--- config.mk ---
export PLATFORM = sky130hd
export DESIGN_NAME = sorted_timer_queue_flat
export DESIGN_NICKNAME = d
export VERILOG_FILES = /design/src/rtl/stq_pkg.sv /design/src/rtl/stq_in_if.sv /design/src/rtl/stq_out_if.sv /design/src/rtl/stq_alu.sv /design/src/rtl/stq_slot_mem.sv /design/src/rtl/sorted_timer_queue.sv /design/src/flat_wrapper.sv
export VERILOG_INCLUDE_DIRS = /design/src /design/src/rtl
export SDC_FILE = /design/constraint.sdc
export NUM_CORES = 2
export LEC_CHECK = 0
export BUFFER_PORTS_ARGS = -buffer_cell sky130_fd_sc_hd__clkbuf_2
export CORE_MARGIN = 3
export CORE_UTILIZATION = 30
export CTS_BUF_LIST = sky130_fd_sc_hd__clkbuf_4 sky130_fd_sc_hd__clkbuf_8
export DETAILED_ROUTE_END_ITERATION = 7
export GPL_TIMING_DRIVEN = 1
export PLACE_DENSITY = 0.54
export SLEW_MARGIN = 15
export SYNTH_ARGS = -nofsm -noshare
export SYNTH_HDL_FRONTEND = slang
export SYNTH_HIERARCHICAL = 1
export SYNTH_SLANG_ARGS = --single-unit
--- constraint.sdc ---
create_clock -name clk -period 21.4 [get_ports clk]
set_input_delay 1.07 -clock clk [delete_from_list [all_inputs] [get_ports clk]]
set_output_delay 1.07 -clock clk [all_outputs]
set_load 0.01 [all_outputs]
--- src/rtl/assert_macros.svh ---
// assertion macros used by the timer queue top level
`ifndef ASSERT_MACROS_SVH
`define ASSERT_MACROS_SVH

// plain clocked assertion, disabled during reset
`define STQ_ASSERT(lbl, prop, msg) \
    lbl: assert property (@(posedge clk) disable iff (!rst_n) (prop)) else $error(msg);

// same-cycle implication
`define STQ_ASSERT_IMPL(lbl, ante, cons, msg) \
    `STQ_ASSERT(lbl, (ante) |-> (cons), msg)

`endif

--- src/rtl/stq_pkg.sv ---
// types and codes of the sorted timer queue
package stq_pkg;

    localparam logic [1:0] OP_TICK   = 2'd0;
    localparam logic [1:0] OP_CREATE = 2'd1;
    localparam logic [1:0] OP_DELETE = 2'd2;

    localparam logic [1:0] ST_OK       = 2'd0;
    localparam logic [1:0] ST_FULL     = 2'd1;
    localparam logic [1:0] ST_INACTIVE = 2'd2;
    localparam logic [1:0] ST_NO_FIRE  = 2'd3;

    localparam int MAX_FIRES = 32;

    typedef struct packed {
        logic [63:0] deadline;
        logic [63:0] stamp;
        logic [31:0] interval;
        logic [7:0]  queue;
    } slot_t;

    typedef struct packed {
        logic [1:0] status;
        logic [3:0] handle_out;
        logic       fired;
        logic [7:0] fired_queue;
        logic       last;
    } result_t;

endpackage

--- src/rtl/stq_in_if.sv ---
// command channel of the timer queue
interface stq_in_if;
    logic        valid;
    logic        ready;
    logic [1:0]  operation;
    logic [31:0] delay_ticks;
    logic [31:0] repeat_ticks;
    logic [7:0]  target_queue;
    logic [3:0]  slot_handle;

    modport source (output valid, operation, delay_ticks, repeat_ticks, target_queue,
                    slot_handle, input ready);
    modport sink (input valid, operation, delay_ticks, repeat_ticks, target_queue,
                  slot_handle, output ready);
endinterface

--- src/rtl/stq_out_if.sv ---
// result channel of the timer queue
interface stq_out_if;
    logic       valid;
    logic       ready;
    logic [1:0] status;
    logic [3:0] handle_out;
    logic       fired;
    logic [7:0] fired_queue;
    logic       last;

    modport source (output valid, status, handle_out, fired, fired_queue, last,
                    input ready);
    modport sink (input valid, status, handle_out, fired, fired_queue, last,
                  output ready);
endinterface

--- src/rtl/stq_alu.sv ---
// shared saturating adder and deadline comparators
module stq_alu
    import stq_pkg::*;
(
    input  logic [63:0]  add_a,
    input  logic [31:0]  add_b,
    input  logic [127:0] key_a,
    input  logic [127:0] key_b,
    input  logic [63:0]  le_a,
    input  logic [63:0]  le_b,
    output logic [63:0]  sum_sat,
    output logic         key_lt,
    output logic         le
);
    logic [64:0] sum;

    assign sum     = {1'b0, add_a} + {33'b0, add_b};
    assign sum_sat = sum[64] ? {64{1'b1}} : sum[63:0];
    assign key_lt  = key_a < key_b;
    assign le      = le_a <= le_b;
endmodule

--- src/rtl/stq_slot_mem.sv ---
// slot table memory, one write and one registered read port
module stq_slot_mem
    import stq_pkg::*;
#(
    parameter int NUM_SLOTS = 16,
    parameter int SW        = 4
)
(
    input  logic          clk,
    input  logic          we,
    input  logic [SW-1:0] waddr,
    input  slot_t         wdata,
    input  logic [SW-1:0] raddr,
    output slot_t         rdata
);
    slot_t mem [NUM_SLOTS];

    always_ff @(posedge clk)
    begin
        if (we)
        begin
            mem[waddr] <= wdata;
        end
        rdata <= mem[raddr];
    end
endmodule

--- src/rtl/sorted_timer_queue.sv ---
// sorted timer queue top level: sequencer, slot state and result register
// Commands come in one at a time and the block is not ready while one is in work.
// A delete is done in the idle state itself. A create scans the slots for the
// lowest free one. A tick scans the slots for the head timer and fires at most 32
// timers per tick; each firing but the 32nd rescans the slot memory through its
// single read port to find the next timer in deadline order, ties going to the
// earliest inserted. Results leave through a one-deep output register; a stalled
// result holds the sequencer at its next result. Slot contents need no clearing
// after reset.
`include "assert_macros.svh"

module sorted_timer_queue
    import stq_pkg::*;
#(
    parameter int NUM_SLOTS = 16
)
(
    input  logic      clk,
    input  logic      rst_n,
    stq_in_if.sink    in_ch,
    stq_out_if.source out_ch
);
    localparam int SW = $clog2(NUM_SLOTS);
    localparam int CW = $clog2(NUM_SLOTS + 1);

    localparam logic [2:0] S_IDLE   = 3'd0;
    localparam logic [2:0] S_FREE   = 3'd1;
    localparam logic [2:0] S_HEAD   = 3'd2;
    localparam logic [2:0] S_DECIDE = 3'd3;
    localparam logic [2:0] S_FINAL  = 3'd4;

    logic [2:0]           state_reg, state_next;
    logic [CW-1:0]        cnt_reg, cnt_next;
    logic [31:0]          delay_reg, delay_next;
    logic [31:0]          repeat_reg, repeat_next;
    logic [7:0]           queue_reg, queue_next;
    logic [63:0]          tick_reg, tick_next;
    logic [63:0]          stamp_reg, stamp_next;
    logic [NUM_SLOTS-1:0] active_reg, active_next;
    slot_t                best_reg, best_next;
    logic [SW-1:0]        best_idx_reg, best_idx_next;
    logic                 found_reg, found_next;
    logic                 pend_reg, pend_next;
    logic [SW-1:0]        pend_idx_reg, pend_idx_next;
    logic [7:0]           pend_q_reg, pend_q_next;
    logic [4:0]           fire_cnt_reg, fire_cnt_next;
    logic                 out_valid_reg, out_valid_next;
    result_t              out_reg, out_next;

    logic          can_emit, emit;
    result_t       emit_data;
    logic          we;
    logic [SW-1:0] waddr;
    slot_t         wdata;
    slot_t         rdata;
    logic [63:0]   add_a, sum_sat;
    logic [31:0]   add_b;
    logic          key_lt, le;
    logic [SW-1:0] pidx, fidx, hidx;
    logic          due;

    assign can_emit = !out_valid_reg || out_ch.ready;
    assign in_ch.ready = (state_reg == S_IDLE) && can_emit;

    assign pidx = SW'(cnt_reg - CW'(1));
    assign fidx = SW'(cnt_reg);
    assign hidx = SW'(in_ch.slot_handle);

    assign add_a = (state_reg == S_FREE) ? tick_reg : best_reg.deadline;
    assign add_b = (state_reg == S_FREE) ? delay_reg : best_reg.interval;
    assign due   = found_reg && le;

    stq_alu u_alu (
        .add_a   (add_a),
        .add_b   (add_b),
        .key_a   ({rdata.deadline, rdata.stamp}),
        .key_b   ({best_reg.deadline, best_reg.stamp}),
        .le_a    (best_reg.deadline),
        .le_b    (tick_reg),
        .sum_sat (sum_sat),
        .key_lt  (key_lt),
        .le      (le)
    );

    stq_slot_mem #(
        .NUM_SLOTS (NUM_SLOTS),
        .SW        (SW)
    ) u_mem (
        .clk   (clk),
        .we    (we),
        .waddr (waddr),
        .wdata (wdata),
        .raddr (fidx),
        .rdata (rdata)
    );

    always_comb
    begin
        state_next    = state_reg;
        cnt_next      = cnt_reg;
        delay_next    = delay_reg;
        repeat_next   = repeat_reg;
        queue_next    = queue_reg;
        tick_next     = tick_reg;
        stamp_next    = stamp_reg;
        active_next   = active_reg;
        best_next     = best_reg;
        best_idx_next = best_idx_reg;
        found_next    = found_reg;
        pend_next     = pend_reg;
        pend_idx_next = pend_idx_reg;
        pend_q_next   = pend_q_reg;
        fire_cnt_next = fire_cnt_reg;
        emit          = 1'b0;
        emit_data     = '0;
        we            = 1'b0;
        waddr         = best_idx_reg;
        wdata         = '0;

        unique case (state_reg)
            S_IDLE:
            begin
                if (in_ch.valid && in_ch.ready)
                begin
                    case (in_ch.operation)
                        OP_TICK:
                        begin
                            tick_next     = tick_reg + 64'd1;
                            pend_next     = 1'b0;
                            fire_cnt_next = '0;
                            cnt_next      = '0;
                            found_next    = 1'b0;
                            state_next    = S_HEAD;
                        end
                        OP_CREATE:
                        begin
                            delay_next  = in_ch.delay_ticks;
                            repeat_next = in_ch.repeat_ticks;
                            queue_next  = in_ch.target_queue;
                            cnt_next    = '0;
                            state_next  = S_FREE;
                        end
                        OP_DELETE:
                        begin
                            emit                 = 1'b1;
                            emit_data.handle_out = in_ch.slot_handle;
                            emit_data.last       = 1'b1;
                            if ((32'(in_ch.slot_handle) < NUM_SLOTS) && active_reg[hidx])
                            begin
                                emit_data.status  = ST_OK;
                                active_next[hidx] = 1'b0;
                            end
                            else
                            begin
                                emit_data.status = ST_INACTIVE;
                            end
                        end
                        default:
                        begin
                        end
                    endcase
                end
            end
            S_FREE:
            begin
                if (cnt_reg == CW'(NUM_SLOTS))
                begin
                    if (can_emit)
                    begin
                        emit             = 1'b1;
                        emit_data.status = ST_FULL;
                        emit_data.last   = 1'b1;
                        state_next       = S_IDLE;
                    end
                end
                else if (!active_reg[fidx])
                begin
                    if (can_emit)
                    begin
                        we                   = 1'b1;
                        waddr                = fidx;
                        wdata.deadline       = sum_sat;
                        wdata.stamp          = stamp_reg;
                        wdata.interval       = repeat_reg;
                        wdata.queue          = queue_reg;
                        stamp_next           = stamp_reg + 64'd1;
                        active_next[fidx]    = 1'b1;
                        emit                 = 1'b1;
                        emit_data.status     = ST_OK;
                        emit_data.handle_out = 4'(fidx);
                        emit_data.last       = 1'b1;
                        state_next           = S_IDLE;
                    end
                end
                else
                begin
                    cnt_next = cnt_reg + CW'(1);
                end
            end
            S_HEAD:
            begin
                if (cnt_reg != '0)
                begin
                    if (active_reg[pidx] && (!found_reg || key_lt))
                    begin
                        best_next     = rdata;
                        best_idx_next = pidx;
                        found_next    = 1'b1;
                    end
                end
                if (cnt_reg == CW'(NUM_SLOTS))
                begin
                    state_next = S_DECIDE;
                end
                else
                begin
                    cnt_next = cnt_reg + CW'(1);
                end
            end
            S_DECIDE:
            begin
                if (!due)
                begin
                    if (can_emit)
                    begin
                        emit           = 1'b1;
                        emit_data.last = 1'b1;
                        if (pend_reg)
                        begin
                            emit_data.status      = ST_OK;
                            emit_data.handle_out  = 4'(pend_idx_reg);
                            emit_data.fired       = 1'b1;
                            emit_data.fired_queue = pend_q_reg;
                        end
                        else
                        begin
                            emit_data.status = ST_NO_FIRE;
                        end
                        state_next = S_IDLE;
                    end
                end
                else if (!pend_reg || can_emit)
                begin
                    if (pend_reg)
                    begin
                        emit                  = 1'b1;
                        emit_data.status      = ST_OK;
                        emit_data.handle_out  = 4'(pend_idx_reg);
                        emit_data.fired       = 1'b1;
                        emit_data.fired_queue = pend_q_reg;
                    end
                    if (best_reg.interval != 32'd0)
                    begin
                        we             = 1'b1;
                        waddr          = best_idx_reg;
                        wdata.deadline = sum_sat;
                        wdata.stamp    = stamp_reg;
                        wdata.interval = best_reg.interval;
                        wdata.queue    = best_reg.queue;
                        stamp_next     = stamp_reg + 64'd1;
                    end
                    else
                    begin
                        active_next[best_idx_reg] = 1'b0;
                    end
                    pend_next     = 1'b1;
                    pend_idx_next = best_idx_reg;
                    pend_q_next   = best_reg.queue;
                    if (fire_cnt_reg == 5'(MAX_FIRES - 1))
                    begin
                        state_next = S_FINAL;
                    end
                    else
                    begin
                        fire_cnt_next = fire_cnt_reg + 5'd1;
                        cnt_next      = '0;
                        found_next    = 1'b0;
                        state_next    = S_HEAD;
                    end
                end
            end
            S_FINAL:
            begin
                if (can_emit)
                begin
                    emit                  = 1'b1;
                    emit_data.status      = ST_OK;
                    emit_data.handle_out  = 4'(pend_idx_reg);
                    emit_data.fired       = 1'b1;
                    emit_data.fired_queue = pend_q_reg;
                    emit_data.last        = 1'b1;
                    state_next            = S_IDLE;
                end
            end
            default:
            begin
                state_next = S_IDLE;
            end
        endcase

        out_valid_next = emit || (out_valid_reg && !out_ch.ready);
        out_next       = emit ? emit_data : out_reg;
    end

    always_ff @(posedge clk or negedge rst_n)
    begin
        if (!rst_n)
        begin
            state_reg     <= S_IDLE;
            tick_reg      <= '0;
            stamp_reg     <= '0;
            active_reg    <= '0;
            pend_reg      <= 1'b0;
            found_reg     <= 1'b0;
            fire_cnt_reg  <= '0;
            cnt_reg       <= '0;
            out_valid_reg <= 1'b0;
        end
        else
        begin
            state_reg     <= state_next;
            tick_reg      <= tick_next;
            stamp_reg     <= stamp_next;
            active_reg    <= active_next;
            pend_reg      <= pend_next;
            found_reg     <= found_next;
            fire_cnt_reg  <= fire_cnt_next;
            cnt_reg       <= cnt_next;
            out_valid_reg <= out_valid_next;
        end
    end

    always_ff @(posedge clk)
    begin
        delay_reg    <= delay_next;
        repeat_reg   <= repeat_next;
        queue_reg    <= queue_next;
        best_reg     <= best_next;
        best_idx_reg <= best_idx_next;
        pend_idx_reg <= pend_idx_next;
        pend_q_reg   <= pend_q_next;
        out_reg      <= out_next;
    end

    assign out_ch.valid       = out_valid_reg;
    assign out_ch.status      = out_reg.status;
    assign out_ch.handle_out  = out_reg.handle_out;
    assign out_ch.fired       = out_reg.fired;
    assign out_ch.fired_queue = out_reg.fired_queue;
    assign out_ch.last        = out_reg.last;

    `STQ_ASSERT_IMPL(a_ready_idle, in_ch.ready, state_reg == S_IDLE, "ready outside idle")
    `STQ_ASSERT_IMPL(a_final_pend, state_reg == S_FINAL, pend_reg, "final without pending item")
    `STQ_ASSERT_IMPL(a_fired_ok, out_valid_reg && out_reg.fired, out_reg.status == ST_OK,
                     "fired item with bad status")
    `STQ_ASSERT_IMPL(a_decide_scan, state_reg == S_DECIDE,
                     ($past(state_reg) == S_HEAD) || ($past(state_reg) == S_DECIDE),
                     "decide without full scan")
endmodule

--- src/flat_wrapper.sv ---
// flat-port wrapper written by rule: the top's interface ports become plain ports
module sorted_timer_queue_flat import stq_pkg::*;
#(
    parameter int NUM_SLOTS = 16
)
  (clk, rst_n, in_ch_valid, in_ch_operation, in_ch_delay_ticks, in_ch_repeat_ticks, in_ch_target_queue, in_ch_slot_handle, in_ch_ready, out_ch_valid, out_ch_status, out_ch_handle_out, out_ch_fired, out_ch_fired_queue, out_ch_last, out_ch_ready);
  stq_in_if in_ch_i ();
  stq_out_if out_ch_i ();
  input  logic clk;
  input  logic rst_n;
  input wire logic [$bits(in_ch_i.valid)-1:0] in_ch_valid;
  input wire logic [$bits(in_ch_i.operation)-1:0] in_ch_operation;
  input wire logic [$bits(in_ch_i.delay_ticks)-1:0] in_ch_delay_ticks;
  input wire logic [$bits(in_ch_i.repeat_ticks)-1:0] in_ch_repeat_ticks;
  input wire logic [$bits(in_ch_i.target_queue)-1:0] in_ch_target_queue;
  input wire logic [$bits(in_ch_i.slot_handle)-1:0] in_ch_slot_handle;
  output wire logic [$bits(in_ch_i.ready)-1:0] in_ch_ready;
  output wire logic [$bits(out_ch_i.valid)-1:0] out_ch_valid;
  output wire logic [$bits(out_ch_i.status)-1:0] out_ch_status;
  output wire logic [$bits(out_ch_i.handle_out)-1:0] out_ch_handle_out;
  output wire logic [$bits(out_ch_i.fired)-1:0] out_ch_fired;
  output wire logic [$bits(out_ch_i.fired_queue)-1:0] out_ch_fired_queue;
  output wire logic [$bits(out_ch_i.last)-1:0] out_ch_last;
  input wire logic [$bits(out_ch_i.ready)-1:0] out_ch_ready;
  assign in_ch_i.valid = in_ch_valid;
  assign in_ch_i.operation = in_ch_operation;
  assign in_ch_i.delay_ticks = in_ch_delay_ticks;
  assign in_ch_i.repeat_ticks = in_ch_repeat_ticks;
  assign in_ch_i.target_queue = in_ch_target_queue;
  assign in_ch_i.slot_handle = in_ch_slot_handle;
  assign in_ch_ready = in_ch_i.ready;
  assign out_ch_valid = out_ch_i.valid;
  assign out_ch_status = out_ch_i.status;
  assign out_ch_handle_out = out_ch_i.handle_out;
  assign out_ch_fired = out_ch_i.fired;
  assign out_ch_fired_queue = out_ch_i.fired_queue;
  assign out_ch_last = out_ch_i.last;
  assign out_ch_i.ready = out_ch_ready;
  sorted_timer_queue #(.NUM_SLOTS(NUM_SLOTS)) u_core (.clk(clk), .rst_n(rst_n), .in_ch(in_ch_i), .out_ch(out_ch_i));
endmodule
==> results.toml <==
[sta]
finalCritPeriodShare_pct = 43.0
worstMarginPinSlew_ns = 1.20
setup_viol = 0
fin_setup_tns_ns = 0
max_freq_mhz = 109
hold_viol = 0
relSlewSlack_pct = 19.5
fin_ws_ns = 12.19
period_needed_ns = 9.21
final_max_slew_viol_count = 0
finClkSkew_ns = 0.121
rsz0062_at_grt = "false"

[logic_synthesis]
syn_avg_cell_area_um2 = 18.8
ys_ff_latch = 3288
seq_area_frac_synth_pct = 73.1
yosys-top-cells-area = "edfxtp_1 (67%), mux4_2 (11%), dfrtp_1 (3.0%), dfxtp_1 (2.6%), ha_1 (2.2%)"
ys.flop_type = "edfxtp_1"
synth_edf_count = 2960
async_flop_share_pct = 4.87
synthCells = 7002
syn_area_um2 = 132000
synth.net_count = 7317
yosysTopAreaCellShare_pct = 67.5
ys_warn_count = 6
yosysMostFrequentCell = "edfxtp_1"
synth_top_area_cell = "edfxtp_1"
synth_cell_types = 105
ys_top_cells_by_count = "edfxtp_1 (2,960), mux4_2 (639), nand2_1 (327)"

[power]
fin_total_pwr_mw = 17.5
peakVddDrop_mv = 0.0865
power.density_nw_per_um2 = 116
p_leak_nw = 50.5

[placed_design]
place_ws_ns = 12.18
placedInstanceArea_um2 = 139000
gp_congestion = 0.876
io_buffer_count = 99
dp.final_hpwl_um = 224000

[finish]
fin_nets = 7833
syn2layout_area_growth_pct = 14.4
final_area_um2 = 151000
fill_cells = 41100
largest_reg_flops = 2688
drive_gt1_share_pct = 25.6

[setup_path]
critPathKind = "flop to flop"
crit_arrival_ns = 9.94
cp_max_fo = 43
crit_path_start_kind = "flop"
cp.required_ns = 22.13
crit_path_end_kind = "flop"

[die]
start_util_pct = 30.2
io_pins = 100
die-area_um2 = 447000
rows = 242
coreArea_um2 = 436000
fp.dieW_um = 669
die_y_um = 669

[routing]
drc_errors = 0
drtIter0Drc = 6997
antenna_left = 0
routed_via_density = 5.10
vias = 69800
dr.pass1.iters = 8
routed_wl_um = 381000
avgRoutedWirePerCell_um = 27.8

[hold_path]
hold_class = "primary input to flop"

[global_route]
antenna_found_initial = 21
grt_pass1_vias = 71900
grt_overflow = 0
track_usage_pct = 16.7
grt_max_degree = 125
grt_pass1_wl_um = 540000

[clocking]
cts_inserted_buffers = 532
clock_latency_ns = 1.20
cts_sinks = 3288
cts_root_buf = "clkbuf_8"
cts_resized = 0
clk_pin_slew_worst_paths_ns = 0.06
h-tree-depth = 6
cts_tree = "done"
cts.path.max_buffers = 4

[run_status]
status = "complete, no violations"

[job]
cap_violations = 0
[placed cells by master (no fill, tap or decap), types with 113 or more instances in the layout]
master / n
dfxtp_1: 168
and2_1: 147
ha_1: 232
a22oi_1: 289
edfxtp_1: 2960
a21oi_1: 113
inv_1: 230
clkbuf_8: 570
clkbuf_4: 181
xnor2_1: 113
buf_4: 123
nand2_1: 327
mux4_2: 639
mux2_2: 191
dfrtp_1: 156
[worst paths after layout]
check	from	end	slack [ns]	cells after the start
max	u_core/tick_reg[1]	u_core/u_mem/mem[0][41]	12.19	22
min	in_ch_target_queue[3]	u_core/queue_reg[3]	0.20	1
max reg2reg	u_core/tick_reg[1]	u_core/u_mem/mem[0][41]	12.19	22
min reg2reg	u_core/u_mem/rdata[10]	u_core/best_reg[10]	0.39	0
max in group asynchronous	rst_n	u_core/tick_reg[57]	19.42	3
min in group asynchronous	rst_n	u_core/cnt_reg[4]	0.51	2
[what timing repair did]
item | 4_1_cts | 5_1_grt
hold endpoints to repair | 115 | 0
hold buffers | 66 | 0
buffers inserted | 0 | 0
[layout make-up]
| class | count | area, µm² | area share, % |
|---|---|---|---|
| well taps | 5734 | 7170 | 4.76 |
| flip-flops and latches | 3288 | 96300 | 63.9 |
| clock inverters | 211 | 1700 | 1.13 |
| clock buffers | 751 | 9200 | 6.11 |
| repair buffers | 303 | 2390 | 1.59 |
| inverters | 232 | 873 | 0.579 |
| multi-input cells | 3161 | 33100 | 21.9 |
| diodes | 12 | 30.0 | 0.0199 |
[logic make-up (layout without fill, tap and decap cells)]
| kind of cell | after synthesis | count (layout) | share of synthesized area [%] |
|---|---|---|---|
| DFF | 3288 | 3288 | 73.1 |
| and+or+nand+nor | 1080 | 1080 | 4.29 |
| AOI/OAI and AO/OA | 808 | 808 | 4.41 |
| other | 0 | 12 | 0 |
| muxes | 869 | 869 | 12.9 |
| adders and majority gates | 233 | 233 | 2.22 |
| xor gates and xnor gates | 171 | 171 | 1.14 |
| buffers and inverters | 553 | 1497 | 2.03 |
[layer usage]
metal,global-route usage [%],up-vias,wire (µm)
met3,2.83,513,23300
li1,-,29400,-
met2,27.6,2500,184000
met5,0,-,0
met1,22.2,37400,161000
met4,5.59,0,12400
[power breakdown]
| group | total, mW | switching (mW) | internal (mW) | leakage, nW |
|---|---|---|---|---|
| logic | 4.07 | 2.49 | 1.57 | 13.3 |
| clock network | 5.55 | 2.56 | 2.99 | 5.74 |
| registers | 7.91 | 0.309 | 7.61 | 31.5 |
| total | 17.5 | 5.36 | 12.2 | 50.5 |
[critical path, stage by stage (launching register included)]
cell and delay, ns:
dfrtp_1 0.42, inv_1 0.07, ha_1 0.28, nor2b_1 0.13
o21ai_0 0.17, nand2b_1 0.08, a21oi_1 0.33, o221ai_1 0.35
a221oi_1 0.39, a21oi_1 0.13, nor2_1 0.54, nand2_1 0.29
a211oi_4 0.89, o21a_2 0.26, buf_4 0.73, a21oi_2 0.05
buf_4 0.28, inv_4 0.28, or3b_2 0.60, nor3_2 0.17
buf_4 0.56, buf_4 0.71, buf_4 0.83
[through the flow]
stage                     cells  hold slack (ns)  utilization (%)
final                     13700            0.203             34.6
after global routing      13700            0.108             34.6
after CTS                 13700           0.0442             34.6
after detailed placement  12700            0.389             31.9
after global placement    12700            0.386             31.9
after floorplan            7002            0.386                -
Power figures use the tool's default switching activity.
